$ cat src/design/xkb_pkg.sv
`timescale 1ns / 1ps

package xkb_pkg;

    // Configuration register indexes
    localparam int CFG_IDX_W = 3;
    localparam logic [CFG_IDX_W-1:0] CFG_MODE       = 3'd0;
    localparam logic [CFG_IDX_W-1:0] CFG_KEY_LENGTH = 3'd1;
    localparam logic [CFG_IDX_W-1:0] CFG_KEY_WORD_0 = 3'd2;

    // Mode and item function codes
    localparam logic MODE_ENCODE = 1'b0;
    localparam logic MODE_DECODE = 1'b1;
    localparam logic FUNC_DATA   = 1'b0;
    localparam logic FUNC_END    = 1'b1;

    localparam logic [7:0] CHAR_PAD = 8'h3D;

    localparam int QUEUE_DEPTH = 4;
    localparam int QPTR_W      = 2;

    typedef struct packed {
        logic       mode;
        logic [5:0] key_length;
    } t_cfg;

    // One accepted item's worth of results
    typedef struct packed {
        logic [3:0][7:0] data;
        logic [2:0]      count;
        logic            has_data;
        logic            last;
        logic            stopped;
    } t_desc;

    typedef struct packed {
        logic       valid;
        logic [5:0] value;
    } t_sextet;

    // Map a 6-bit value to its base64 character
    function automatic logic [7:0] b64_char(input logic [5:0] s);
        logic [7:0] c;
        if (s < 6'd26) begin
            c = 8'h41 + {2'b00, s};
        end else if (s < 6'd52) begin
            c = 8'h61 + {2'b00, s} - 8'd26;
        end else if (s < 6'd62) begin
            c = 8'h30 + {2'b00, s} - 8'd52;
        end else if (s == 6'd62) begin
            c = 8'h2B;
        end else begin
            c = 8'h2F;
        end
        return c;
    endfunction

    // Map a character back to its 6-bit value, flag it when outside the alphabet
    function automatic t_sextet b64_sextet(input logic [7:0] c);
        t_sextet r;
        r.valid = 1'b1;
        r.value = 6'd0;
        if (c >= 8'h41 && c <= 8'h5A) begin
            r.value = 6'(c - 8'h41);
        end else if (c >= 8'h61 && c <= 8'h7A) begin
            r.value = 6'(c - 8'h61 + 8'd26);
        end else if (c >= 8'h30 && c <= 8'h39) begin
            r.value = 6'(c - 8'h30 + 8'd52);
        end else if (c == 8'h2B) begin
            r.value = 6'd62;
        end else if (c == 8'h2F) begin
            r.value = 6'd63;
        end else begin
            r.valid = 1'b0;
        end
        return r;
    endfunction

endpackage

$ cat src/design/xkb_front.sv
`timescale 1ns / 1ps

module xkb_front #(
    parameter int KEY_MAX_BYTES = 32
) (
    input  logic                            i_clk,
    input  logic                            i_rst_n,
    input  xkb_pkg::t_cfg                   i_cfg,
    input  logic [KEY_MAX_BYTES-1:0][7:0]   i_key,
    input  logic                            i_clear,
    input  logic                            i_valid,
    input  logic                            i_func,
    input  logic [7:0]                      i_in_byte,
    input  logic                            i_in_last,
    input  logic                            i_full,
    output logic                            o_stall,
    output logic                            o_push,
    output xkb_pkg::t_desc                  o_desc
);
    import xkb_pkg::*;

    localparam int KIW = (KEY_MAX_BYTES > 1) ? $clog2(KEY_MAX_BYTES) : 1;
    localparam logic [5:0] KEY_MAX = 6'(KEY_MAX_BYTES);

    logic [11:0]    r_acc,    n_acc;
    logic [3:0]     r_held,   n_held;
    logic [KIW-1:0] r_kidx,   n_kidx;
    logic [1:0]     r_phase,  n_phase;
    logic           r_halted, n_halted;

    logic           accept;
    logic           is_end;
    logic [5:0]     eff_len;
    logic [KIW-1:0] kidx_use;
    logic [5:0]     kidx_inc;
    logic [7:0]     key_byte;

    assign o_stall = i_full;
    assign accept  = i_valid && !i_full;
    assign is_end  = i_in_last || (i_func == FUNC_END);

    // Clamp key length and pick the current key byte
    always_comb begin
        if (i_cfg.key_length == 6'd0) begin
            eff_len = 6'd1;
        end else if (i_cfg.key_length > KEY_MAX) begin
            eff_len = KEY_MAX;
        end else begin
            eff_len = i_cfg.key_length;
        end
        kidx_use = (6'(r_kidx) >= eff_len) ? '0 : r_kidx;
        kidx_inc = 6'(kidx_use) + 6'd1;
        key_byte = i_key[kidx_use];
    end

    // Classify the item and build its result group
    always_comb begin
        logic [4:0]      h;
        logic [11:0]     acc1;
        logic [2:0]      nc;
        logic [2:0]      total;
        logic [1:0]      ph;
        logic [1:0]      pads;
        logic [3:0][7:0] res;
        logic            kuse;
        logic            halt1;
        t_sextet         sx;

        h     = {1'b0, r_held};
        acc1  = r_acc;
        nc    = 3'd0;
        res   = '0;
        kuse  = 1'b0;
        halt1 = r_halted;
        sx    = b64_sextet(i_in_byte);
        ph    = 2'd0;
        pads  = 2'd0;

        if (i_cfg.mode == MODE_ENCODE) begin
            if (i_func == FUNC_DATA) begin
                acc1 = {r_acc[3:0], i_in_byte ^ key_byte};
                h    = {1'b0, r_held} + 5'd8;
                kuse = 1'b1;
                if (h >= 5'd6 && h <= 5'd12) begin
                    res[0] = b64_char(6'(acc1 >> (h - 5'd6)));
                    h      = h - 5'd6;
                    nc     = 3'd1;
                    if (h >= 5'd6) begin
                        res[1] = b64_char(6'(acc1 >> (h - 5'd6)));
                        h      = h - 5'd6;
                        nc     = 3'd2;
                    end
                end
            end
            if (is_end) begin
                // flush leftover bits as one more character
                if (h > 5'd0 && h < 5'd6) begin
                    res[nc[1:0]] = b64_char(6'(acc1 << (5'd6 - h)));
                    nc           = nc + 3'd1;
                end
                ph   = r_phase + nc[1:0];
                pads = 2'(3'd4 - {1'b0, ph});
            end
        end else begin
            if (i_func == FUNC_DATA && !r_halted) begin
                if (!sx.valid) begin
                    halt1 = 1'b1;
                end else begin
                    acc1 = {r_acc[5:0], sx.value};
                    h    = {1'b0, r_held} + 5'd6;
                    if (h >= 5'd8 && h <= 5'd12) begin
                        res[0] = 8'(acc1 >> (h - 5'd8)) ^ key_byte;
                        kuse   = 1'b1;
                        nc     = 3'd1;
                        h      = h - 5'd8;
                    end else if (h > 5'd12) begin
                        h = 5'd0;
                    end
                end
            end
        end

        // Pad with '=' up to four results
        total = nc + {1'b0, pads};
        if (total > 3'd4) begin
            total = 3'd4;
        end
        for (int k = 0; k < 4; k++) begin
            if (3'(k) >= nc && 3'(k) < total) begin
                res[k] = CHAR_PAD;
            end
        end

        o_desc.data     = res;
        o_desc.last     = is_end;
        o_desc.stopped  = is_end && (i_cfg.mode == MODE_DECODE) && halt1;
        o_desc.has_data = (total != 3'd0);
        o_desc.count    = (total == 3'd0) ? 3'd1 : total;
        o_push          = accept && ((total != 3'd0) || is_end);

        n_acc    = acc1;
        n_held   = 4'(h);
        n_phase  = r_phase + nc[1:0];
        n_halted = halt1;
        n_kidx   = r_kidx;
        if (kuse) begin
            n_kidx = (kidx_inc >= eff_len) ? '0 : KIW'(kidx_inc);
        end
    end

    // Hold message state, clear it at each end and on a mode write
    always_ff @(posedge i_clk) begin
        if (!i_rst_n || i_clear) begin
            r_acc    <= '0;
            r_held   <= '0;
            r_kidx   <= '0;
            r_phase  <= '0;
            r_halted <= 1'b0;
        end else if (accept) begin
            if (is_end) begin
                r_acc    <= '0;
                r_held   <= '0;
                r_kidx   <= '0;
                r_phase  <= '0;
                r_halted <= 1'b0;
            end else begin
                r_acc    <= n_acc;
                r_held   <= n_held;
                r_kidx   <= n_kidx;
                r_phase  <= n_phase;
                r_halted <= n_halted;
            end
        end
    end

`ifndef SYNTHESIS
    a_halt_decode_only: assert property (@(posedge i_clk) disable iff (!i_rst_n)
        r_halted |-> (i_cfg.mode == MODE_DECODE))
        else $error("halted flag set in encode mode");
    a_held_even: assert property (@(posedge i_clk) disable iff (!i_rst_n)
        !r_held[0])
        else $error("odd number of held bits");
`endif

endmodule

$ cat src/design/xkb_queue.sv
`timescale 1ns / 1ps

module xkb_queue (
    input  logic            i_clk,
    input  logic            i_rst_n,
    input  logic            i_push,
    input  xkb_pkg::t_desc  i_desc,
    input  logic            i_pop,
    output xkb_pkg::t_desc  o_head,
    output logic            o_empty,
    output logic            o_full
);
    import xkb_pkg::*;

    t_desc             r_mem [QUEUE_DEPTH];
    logic [QPTR_W-1:0] r_wr;
    logic [QPTR_W-1:0] r_rd;
    logic [QPTR_W:0]   r_count;

    assign o_empty = (r_count == '0);
    assign o_full  = (r_count == (QPTR_W + 1)'(QUEUE_DEPTH));
    assign o_head  = r_mem[r_rd];

    // Store the pushed group
    always_ff @(posedge i_clk) begin
        if (i_push) begin
            r_mem[r_wr] <= i_desc;
        end
    end

    // Advance pointers and occupancy
    always_ff @(posedge i_clk) begin
        if (!i_rst_n) begin
            r_wr    <= '0;
            r_rd    <= '0;
            r_count <= '0;
        end else begin
            if (i_push) begin
                r_wr <= r_wr + 1'b1;
            end
            if (i_pop) begin
                r_rd <= r_rd + 1'b1;
            end
            if (i_push && !i_pop) begin
                r_count <= r_count + 1'b1;
            end else if (!i_push && i_pop) begin
                r_count <= r_count - 1'b1;
            end
        end
    end

`ifndef SYNTHESIS
    a_no_overflow: assert property (@(posedge i_clk) disable iff (!i_rst_n)
        i_push |-> !o_full)
        else $error("push into full queue");
    a_no_underflow: assert property (@(posedge i_clk) disable iff (!i_rst_n)
        i_pop |-> !o_empty)
        else $error("pop from empty queue");
`endif

endmodule

$ cat src/design/xkb_back.sv
`timescale 1ns / 1ps

module xkb_back (
    input  logic            i_clk,
    input  logic            i_rst_n,
    input  xkb_pkg::t_desc  i_head,
    input  logic            i_empty,
    output logic            o_pop,
    output logic            o_valid,
    input  logic            i_stall,
    output logic [7:0]      o_out_byte,
    output logic            o_out_has_data,
    output logic            o_out_last,
    output logic            o_out_stopped
);
    import xkb_pkg::*;

    logic       r_valid;
    logic [1:0] r_sub;
    logic [7:0] r_byte;
    logic       r_has_data;
    logic       r_last;
    logic       r_stopped;

    logic       load;
    logic       last_sub;

    assign load     = !r_valid || !i_stall;
    assign last_sub = ({1'b0, r_sub} == (i_head.count - 3'd1));
    assign o_pop    = load && !i_empty && last_sub;

    // Step through the head group, one result per cycle while the output is not stalled
    always_ff @(posedge i_clk) begin
        if (!i_rst_n) begin
            r_valid <= 1'b0;
            r_sub   <= '0;
        end else if (load) begin
            r_valid <= !i_empty;
            if (!i_empty) begin
                r_sub <= last_sub ? 2'd0 : r_sub + 2'd1;
            end
        end
    end

    // Load the output register
    always_ff @(posedge i_clk) begin
        if (load && !i_empty) begin
            r_byte     <= i_head.data[r_sub];
            r_has_data <= i_head.has_data;
            r_last     <= i_head.last && last_sub;
            r_stopped  <= i_head.stopped && last_sub;
        end
    end

    assign o_valid        = r_valid;
    assign o_out_byte     = r_byte;
    assign o_out_has_data = r_has_data;
    assign o_out_last     = r_last;
    assign o_out_stopped  = r_stopped;

`ifndef SYNTHESIS
    a_bare_is_last: assert property (@(posedge i_clk) disable iff (!i_rst_n)
        (r_valid && !r_has_data) |-> (r_last && r_byte == 8'd0))
        else $error("bare result that is not the message end");
`endif

endmodule

$ cat src/design/xor_key_base64_codec.sv
// Byte-stream codec: encode XORs each byte with a repeating key of 1 to KEY_MAX_BYTES bytes and
// packs the result into base64 characters, padding with '=' at message end; decode maps base64
// characters back to bytes and XORs them with the key, stopping at the first character outside
// the alphabet. Every message closes with a result that has out_last set (a bare one with
// out_has_data low if nothing else is due). The front takes one item per cycle while its
// four-entry group queue has room; the back sends one result per cycle while i_stall is low,
// so an item drains at the pace of the results it makes (encode makes 4/3 results per byte on
// average, decode at most one, a closing item up to four). Configuration writes are always
// ready and take effect next cycle; writing the mode register clears the message in progress.
`timescale 1ns / 1ps

module xor_key_base64_codec #(
    parameter int KEY_MAX_BYTES = 32
) (
    input  logic        i_clk,
    input  logic        i_rst_n,
    input  logic        i_cfg_valid,
    output logic        o_cfg_ready,
    input  logic [2:0]  i_cfg_index,
    input  logic [63:0] i_cfg_data,
    input  logic        i_valid,
    output logic        o_stall,
    input  logic        i_func,
    input  logic [7:0]  i_in_byte,
    input  logic        i_in_last,
    output logic        o_valid,
    input  logic        i_stall,
    output logic [7:0]  o_out_byte,
    output logic        o_out_has_data,
    output logic        o_out_last,
    output logic        o_out_stopped
);
    import xkb_pkg::*;

    logic                          r_mode;
    logic [5:0]                    r_key_length;
    logic [KEY_MAX_BYTES-1:0][7:0] r_key;

    t_cfg  cfg;
    logic  cfg_we;
    logic  cfg_clear;
    logic  push;
    logic  pop;
    logic  empty;
    logic  full;
    t_desc desc;
    t_desc head;

    assign o_cfg_ready = 1'b1;
    assign cfg_we      = i_cfg_valid && o_cfg_ready;
    assign cfg_clear   = cfg_we && (i_cfg_index == CFG_MODE);
    assign cfg.mode       = r_mode;
    assign cfg.key_length = r_key_length;

    // Hold configuration registers
    always_ff @(posedge i_clk) begin
        if (!i_rst_n) begin
            r_mode       <= MODE_ENCODE;
            r_key_length <= 6'd1;
            r_key        <= '0;
        end else if (cfg_we) begin
            case (i_cfg_index)
                CFG_MODE:       r_mode       <= i_cfg_data[0];
                CFG_KEY_LENGTH: r_key_length <= i_cfg_data[5:0];
                default: ;
            endcase
            for (int b = 0; b < KEY_MAX_BYTES; b++) begin
                if (i_cfg_index == CFG_KEY_WORD_0 + 3'(b / 8)) begin
                    r_key[b] <= i_cfg_data[8 * (b % 8) +: 8];
                end
            end
        end
    end

    xkb_front #(
        .KEY_MAX_BYTES (KEY_MAX_BYTES)
    ) u_front (
        .i_clk     (i_clk),
        .i_rst_n   (i_rst_n),
        .i_cfg     (cfg),
        .i_key     (r_key),
        .i_clear   (cfg_clear),
        .i_valid   (i_valid),
        .i_func    (i_func),
        .i_in_byte (i_in_byte),
        .i_in_last (i_in_last),
        .i_full    (full),
        .o_stall   (o_stall),
        .o_push    (push),
        .o_desc    (desc)
    );

    xkb_queue u_queue (
        .i_clk   (i_clk),
        .i_rst_n (i_rst_n),
        .i_push  (push),
        .i_desc  (desc),
        .i_pop   (pop),
        .o_head  (head),
        .o_empty (empty),
        .o_full  (full)
    );

    xkb_back u_back (
        .i_clk          (i_clk),
        .i_rst_n        (i_rst_n),
        .i_head         (head),
        .i_empty        (empty),
        .o_pop          (pop),
        .o_valid        (o_valid),
        .i_stall        (i_stall),
        .o_out_byte     (o_out_byte),
        .o_out_has_data (o_out_has_data),
        .o_out_last     (o_out_last),
        .o_out_stopped  (o_out_stopped)
    );

endmodule
$ cat config.mk
export PLATFORM = sky130hd
export DESIGN_NAME = xor_key_base64_codec
export DESIGN_NICKNAME = d
export VERILOG_FILES = /design/src/design/xkb_pkg.sv /design/src/design/xkb_front.sv /design/src/design/xkb_queue.sv /design/src/design/xkb_back.sv /design/src/design/xor_key_base64_codec.sv
export SDC_FILE = /design/constraint.sdc
export NUM_CORES = 1
export LEC_CHECK = 0
export ABC_AREA = 1
export BUFFER_PORTS_ARGS = -buffer_cell sky130_fd_sc_hd__buf_2
export CORE_MARGIN = 3
export CORE_UTILIZATION = 60
export CTS_CLUSTER_SIZE = 8
export DETAILED_ROUTE_END_ITERATION = 8
export PLACE_DENSITY = 0.78
export SYNTH_ARGS = -nofsm -noshare
export SYNTH_HDL_FRONTEND = slang
export SYNTH_HIERARCHICAL = 1
export SYNTH_SLANG_ARGS = --single-unit
$ cat constraint.sdc
create_clock -name i_clk -period 7.5 [get_ports i_clk]
set_clock_uncertainty 0.15 [all_clocks]
set_input_delay 2.25 -clock i_clk [delete_from_list [all_inputs] [get_ports i_clk]]
set_output_delay 2.25 -clock i_clk [all_outputs]
set_load 0.01 [all_outputs]
Word level (Yosys, flattened, before mapping) --
Memory sizes are Yosys's and may differ from the RTL's. A register that Yosys moved wholly into a read port is not among the register bits. Cells that the tools add are included.
Word-level totals: bits in registers 308, latch bits 0, memory bits (writable) 152, bits in read-only memories 0, bits of input ports 82, output and inout port bits 14, logic and storage cells 301, memories kept 1
Memories:
- u_queue.r_mem | depth 4, bits a word 38, rd ports 1, clocked after Yosys merged registers in 1, wr ports 1, RTL line xkb_queue.sv:15 | t_desc r_mem [QUEUE_DEPTH];
Operators by class: add/sub/neg operators 38, $mul 0, divide/modulo/power cells 0, $lt $le $gt $ge 39, equality and inequality tests 14, shift operators 4, multiplexer cells 102, bitwise operators 4, reduce and logical (&&, ||, !) cells 51
Operator list (number):
- 8-bit two-way mux | 24
- 12-bit two-way mux | 6
- 32-bit two-way mux | 2
- 3-bit two-way mux | 17
- 7-bit by 6-bit adder with 8-bit output (first input constant) | 6
- 16-bit two-way mux | 3
- 6-bit two-way mux | 7
- 8-bit binary-select mux with 5-bit select | 1
- 5-bit two-way mux | 8
- 6-bit < comparator (second input constant) | 6
- 32-bit bitwise mux | 1
- 24-bit two-way mux | 1
- 4-bit two-way mux | 6
- 12-bit by 5-bit right shift with 6-bit output | 2
- 8-bit by 5-bit subtractor with 8-bit output (second input constant) | 3
- 8-bit by 6-bit subtractor with 8-bit output (second input constant) | 3
- 1-bit logical AND | 23
- 6-bit by 6-bit adder with 7-bit output (first input constant) | 3
- 6-bit equality test (second input constant) | 3
- 6-bit by 5-bit < comparator with 1-bit output (second input constant) | 3
- 1-bit two-way mux | 17
- 8-bit binary-select mux with 2-bit select | 1
- 8-bit demux with 2-bit select | 1
- 8-bit by 6-bit equality test with 1-bit output (second input constant) | 2
- other kinds (55) | 103

Depth between registers and ports, before layout --
word-level depth 26, gate-level depth with buffers 37, mapped depth without buffers 36

Hierarchy --
Netlist, hierarchy kept.
Modules (own cells, without submodules):
- xor_key_base64_codec | times used 1, cells each 1510, area an instance 10661.5 um^2, sequential area each 5265.0 um^2
- xkb_front | times used 1, cells each 1536, area an instance 7850.0 um^2, sequential area each 340.3 um^2
- xkb_queue | times used 1, cells each 426, area an instance 6082.1 um^2, sequential area each 4744.6 um^2
- xkb_back | times used 1, cells each 89, area an instance 808.3 um^2, sequential area each 390.4 um^2

Worst setup path before layout --
OpenSTA, ideal clock, no wires.
path kind input -> register, start point input port i_in_byte[2], end point memory u_queue/r_mem[0][0] in the netlist's numbering, enable pin, library setup time 0.393 ns, data arrival time 6.191 ns, required time 6.957 ns, path slack 0.766 ns, cell stages on the path 25, buffers on the path 1, cell sequence clkbuf_1 -> inv_1 -> ha_1 -> nand2_1 -> nand2_1 -> nor3_1 -> nor3_1 -> and2_1 -> inv_1 -> nand2_1 -> nor2_1 -> nor2_1 -> nand3_1 -> nand2_1 -> ha_1 -> fa_1 -> inv_1 -> nand2_1 -> nand2_2 -> nor2_1 -> inv_1 -> nor2_2 -> a21oi_1 -> nand2_1 -> inv_1
Between the ends: word-level cells in the longest chain between the ends 17, elaborated cells on any way between the ends 27, those cells by class add/sub: 1; order compare: 7; eq/ne: 2; mux: 11; reduce/logical: 6
Ends and longest elaborated chain:
- from (decl) | RTL line xor_key_base64_codec.sv:24 | input logic [7:0] i_in_byte,
- branches (longest 5 deep; another with 8-bit by 6-bit greater-or-equal comparator with 1-bit output)
- 1-bit two-way mux (*) | RTL line xkb_pkg.sv:63 | if (c >= 8'h41 && c <= 8'h5A) begin
- 3-bit two-way mux (*) | RTL line xkb_front.sv:106 | if (!sx.valid) begin
- 3-bit two-way mux (*) | RTL line xkb_front.sv:105 | if (i_func == FUNC_DATA && !r_halted) begin
- 3-bit two-way mux (*) | RTL line xkb_front.sv:79 | if (i_cfg.mode == MODE_ENCODE) begin
- 3-bit by 2-bit adder with 3-bit output (*) | RTL line xkb_front.sv:124 | total = nc + {1'b0, pads};
- 3-bit greater-than comparator | RTL line xkb_front.sv:125 | if (total > 3'd4) begin
- 3-bit two-way mux (*) | RTL line xkb_front.sv:125
- 3-bit nonzero test (*) | RTL line xkb_front.sv:139 | o_push = accept && ((total != 3'd0) || is_end);
- 1-bit logical OR (*) | RTL line xkb_front.sv:139
- 1-bit logical AND (*) | RTL line xkb_front.sv:139
- via push | RTL line xor_key_base64_codec.sv:42 | logic push;
- 1-bit two-way mux (*) | RTL line xkb_queue.sv:26 | if (i_push) begin
- 1-bit two-way mux (not written as such) (*) | RTL line xkb_queue.sv:27 | r_mem[r_wr] <= i_desc;
- to (decl) | RTL line xkb_queue.sv:15
Mark *: on every way through the listed nets, which the timed path passes.

Final worst setup path --
start point input port i_in_byte[0], end point register u_queue.r_count[1]
Between the ends: word-level cells in the longest chain between the ends 18, elaborated cells on any way between the ends 30, those cells by class add/sub: 1; order compare: 7; eq/ne: 2; mux: 10; reduce/logical: 10
Ends and longest elaborated chain:
- branches (longest 5 deep; another with 8-bit by 6-bit greater-or-equal comparator with 1-bit output)
- 1-bit two-way mux (*) | RTL line xkb_pkg.sv:63
- 3-bit two-way mux (*) | RTL line xkb_front.sv:106
- 3-bit two-way mux (*) | RTL line xkb_front.sv:105
- 3-bit two-way mux (*) | RTL line xkb_front.sv:79
- 3-bit by 2-bit adder with 3-bit output (*) | RTL line xkb_front.sv:124
- 3-bit greater-than comparator | RTL line xkb_front.sv:125
- 3-bit two-way mux (*) | RTL line xkb_front.sv:125
- 3-bit nonzero test (*) | RTL line xkb_front.sv:139
- 1-bit logical OR (*) | RTL line xkb_front.sv:139
- 1-bit logical AND (*) | RTL line xkb_front.sv:139
- via push | RTL line xor_key_base64_codec.sv:42
- 1-bit logical NOT | RTL line xkb_queue.sv:46 | end else if (!i_push && i_pop) begin
- 1-bit logical AND | RTL line xkb_queue.sv:46
- 2-bit nonzero test (no line)
- to (signal assigned) | RTL line xkb_queue.sv:45 | r_count <= r_count + 1'b1;
- to (signal assigned) | RTL line xkb_queue.sv:47 | r_count <= r_count - 1'b1;
- to (decl) | RTL line xkb_queue.sv:18 | logic [QPTR_W:0] r_count;
Marked as above. A chain may end at the register's enable or synchronous reset.

==> results list <==
- Area growth from synthesis to layout: 8.29%
* Setup WS post-layout: 0.778 ns
- Root cell of the clock tree: sky130_fd_sc_hd__clkbuf_16
* Net total in the final layout: 3691
- Cell types with the highest counts after synthesis: 803 x sky130_fd_sc_hd__nand2_1, 723 x sky130_fd_sc_hd__nor2_1, 612 x sky130_fd_sc_hd__nand3_1, 292 x sky130_fd_sc_hd__dfxtp_1, 202 x sky130_fd_sc_hd__inv_1
- Setup violations, final: 0
- For this block, the routed nets add up to 81200 µm of wire.
* TritonCTS clock tree: yes
- The number of hold buffers added after CTS was 0.
* Internal portion of total power: 5.45 mW
* Overall track demand over capacity in global routing: 0.356
* P per Cell Area: 315 nW/µm²
* Cell taking the most area after synthesis: sky130_fd_sc_hd__dfxtp_1
- Maximum fanout along the worst path: 7
- Worst reg2reg startpoint: r_key_length[0]
- Summed over all layers, the global routing overflow is 0.
- Routability-driven placement finished with a final weighted congestion of 0.958.
* Share of async-settable or async-resettable flops after synthesis: 0
- Setup TNS after final layout: 0 ns
- The number of antenna violations at the first check in global routing came to 1.
* Syn_area_per_cell: 7.13 µm²
* Wire length of the first global-routing pass: 126000 µm
- Data arrival at the endpoint of the critical path: 7.06 ns
* FP Rows: 74
- Critical path class: primary input to flop
- Max-cap violations: 0
* Yosys Warn Count: 6
- Drt drc: 0
- After detailed routing, the average wire length per cell comes to 19.8 µm.
- Result of the run: complete, no violations
- Final worst-path cycle share: 0.896
- Die W: 212 µm
- HP Start: u_queue/r_rd[1]
- Number of cells produced by synthesis: 3561
* Power share of the combinational group: 0.316
- Post-CTS timing repair inserted 0 buffers for setup.
* Synth unique cells: 58
- The initial utilization of the core area, before any placement, comes to 0.615.
* Dominant register cell in the synthesized netlist: sky130_fd_sc_hd__dfxtp_1
* DR pass1 iterations: 7
- Number of max-slew violations in the final report: 0
* Total clock buffers created by CTS: 67
- Port Buffers: 94
- The share of the Yosys chip area taken by registers is 0.423.
- The clock passes through at most 3 buffers.
* Count of vias placed by the detailed router: 24600
- Achievable clock frequency: 0.149 GHz
* Launching element type of the critical path: primary input
- Once placement finished, the instance area stood at 25600 µm².
- Source-to-sink clock delay at the later pin of the worst-skew pair: 0.60 ns
- Max H-tree Level: 3
- For the pin with the worst max-slew slack, the measured transition is 1.20 ns.
- The cell area that synthesis handed to floorplanning was 25400 µm².
- The clock net in this run drives a total of 455 sinks.
- Clock-pin slew on the worst setup and hold paths: 0.05 ns
- Critical Path Most Common Cell: sky130_fd_sc_hd__inv_1
- The synthesized design contains 163 enable-type register cells.
- Synthesis-stage register bit count: 455
* Violation count after the first detailed-route iteration: 2960
- Unrepaired setup endpoints after global routing: no
- In the final layout, the share of cells above drive strength 1 is 0.0848.
- The slowest stage of the critical path belongs to the cell sky130_fd_sc_hd__nor2_1.
- Maximum number of pins on one net before global-route repair: 162
- After clock tree synthesis, the repair step resized 0 gates.
- Required time of the critical path: 7.84 ns
- Number of global-route vias before repair: 22700
- Dividing the detail-routed via count by the number of cells gives 6.00.
- By area the synthesized netlist is led by sky130_fd_sc_hd__dfxtp_1 23%, sky130_fd_sc_hd__edfxtp_1 19%, sky130_fd_sc_hd__nand3_1 12%.
* Total die area: 44800 µm²
* Worst IR drop on VDD: 0.217 mV
* Top-area cell type share of the netlist area: 0.230
* Sum of net half-perimeters after detailed placement: 53000 µm
- Post-DRT Antenna Nets: 0
- The largest single stage delay on the critical path is 0.41 ns.
- Among all cell types in the netlist, the one instantiated most often is sky130_fd_sc_hd__nand2_1.
- Crit path capture type: flop
- Post-route minimum period: 6.72 ns
* Sequential share of power: 0.361
- In this run the worst setup path begins at i_in_byte[0].
- Fill cell count: 3615
- Prior to clock tree synthesis, the placed netlist has a worst setup slack of 0.287 ns.
- Post-route design area: 27500 µm²
- Of the total power, the share spent switching nets is 0.370.
- In this run the standard cell core region covers 41300 µm².
* Leakage: 11.7 nW
* Power consumption: 8.65 mW
- In this run the power spent charging and discharging nets is 3.20 mW.
- The die is 212 µm tall.
- Worst rel slew slack: 0.197
* Hold WC Path Type: flop to flop
- The share of total power dissipated in the clock network is 0.323.
- The final-report hold violation count came to 0.
- 96 I/O pins were placed.
cells in the final DEF (no fill, tap or decap), types with 3 or more instances in the layout:
master / synthesis / layout
sky130_fd_sc_hd__clkbuf_16: 0 / 68
sky130_fd_sc_hd__nand2_2: 22 / 22
sky130_fd_sc_hd__nand2_1: 803 / 803
sky130_fd_sc_hd__dfxtp_1: 292 / 290
sky130_fd_sc_hd__buf_12: 0 / 7
sky130_fd_sc_hd__nand4_1: 45 / 45
sky130_fd_sc_hd__xor2_1: 20 / 20
sky130_fd_sc_hd__nand3_1: 612 / 611
sky130_fd_sc_hd__a21oi_1: 68 / 68
sky130_fd_sc_hd__a211oi_1: 9 / 9
sky130_fd_sc_hd__nor3_1: 14 / 14
sky130_fd_sc_hd__nor2_2: 6 / 5
sky130_fd_sc_hd__inv_6: 2 / 3
sky130_fd_sc_hd__inv_1: 202 / 201
sky130_fd_sc_hd__nand2_4: 4 / 4
sky130_fd_sc_hd__ha_1: 56 / 56
sky130_fd_sc_hd__clkinv_8: 0 / 3
sky130_fd_sc_hd__clkbuf_1: 44 / 16
sky130_fd_sc_hd__nor2_4: 8 / 10
sky130_fd_sc_hd__xnor2_1: 4 / 4
sky130_fd_sc_hd__clkinv_1: 6 / 6
sky130_fd_sc_hd__nand3_2: 6 / 6
sky130_fd_sc_hd__o22ai_1: 47 / 47
sky130_fd_sc_hd__o21ai_1: 23 / 23
sky130_fd_sc_hd__nor2_1: 723 / 722
sky130_fd_sc_hd__inv_2: 29 / 29
sky130_fd_sc_hd__o21ai_0: 132 / 132
sky130_fd_sc_hd__conb_1: 2 / 3
sky130_fd_sc_hd__buf_4: 35 / 30
sky130_fd_sc_hd__o211ai_1: 16 / 16
sky130_fd_sc_hd__edfxtp_1: 163 / 163
sky130_fd_sc_hd__buf_2: 61 / 93
path summary, 6_finish.rpt:
check / cells past startpoint / slack [ns] / to
max: 29 / 0.78 / u_queue/r_count[1]
max reg2reg: 34 / 0.94 / u_queue/r_mem[2][7]
min reg2reg: 1 / 0.30 / flop
min: 1 / 0.30 / flop
state kept, by name (all words and copies together) (netlist names), 2 cells and up, named ones only:
register and flops:
u_queue/r_count 3, u_front/r_acc 6, u_queue/r_rd 2, u_queue/r_mem 152, u_back/o_out_byte 8, u_front/r_phase 2
u_front/r_kidx 5, u_back/r_sub 2, u_front/r_held 3, r_key 256, u_queue/r_wr 2, r_key_length 6
layout make-up:
class / count / area [µm²] / share of cell area
timing repair buffer: 131 / 845 / 0.0307
sequential: 455 / 10700 / 0.391
tap: 532 / 666 / 0.0242
clock inverter: 8 / 143 / 0.00519
inverter: 240 / 915 / 0.0332
clock buffer: 85 / 1780 / 0.0645
antenna: 1 / 2.50 / 0.0000910
multi-input combinational: 2656 / 12400 / 0.451
critical path: cells and delay by family:
family / cells / cell delay, ns
AND/OR/NAND/NOR: 15 / 2.11
adder cells (fa/ha/maj): 5 / 1.47
buffers and inverters: 7 / 0.92
AO/OA/AOI/OAI: 2 / 0.30
kinds of logic (layout without fill, tap and decap cells):
| group | count (synthesis) | in the layout | synth area share |
|---|---|---|---|
| AO/OA/AOI/OAI | 319 | 319 | 0.0718 |
| XOR/XNOR | 24 | 24 | 0.00827 |
| adder cells (fa/ha/maj) | 58 | 58 | 0.0292 |
| buffers and inverters | 451 | 464 | 0.0894 |
| flip-flops | 455 | 455 | 0.423 |
| other | 2 | 4 | 0.000296 |
| AND/OR/NAND/NOR | 2252 | 2252 | 0.378 |
through the flow:
step,util,std cells,hold slack (ns)
finish,0.666,4108,0.305
global placement,0.620,4014,0.279
global route,0.666,4107,0.337
CTS,0.666,4107,0.294
floorplan,-,3562,0.262
detailed placement,0.620,4014,0.288
layer usage:
metal  routed length, µm  track usage  up-vias
met5                  13            0        -
met4                3430        0.157        2
met3                8920       0.0748      209
met2               36300        0.554     1354
met1               32500        0.482    11400
li1                    -            -    11600
power groups by stage:
stage	Combinational [mW]	Sequential [mW]	Clock (mW)
floorplan	1.92	3.14	0
global placement	2.62	3.15	0
detailed placement	2.67	3.16	0
CTS	2.69	3.12	2.81
global route	2.99	3.14	2.92
finish	2.74	3.12	2.79
Note: power is estimated with default switching activity, not from simulation.
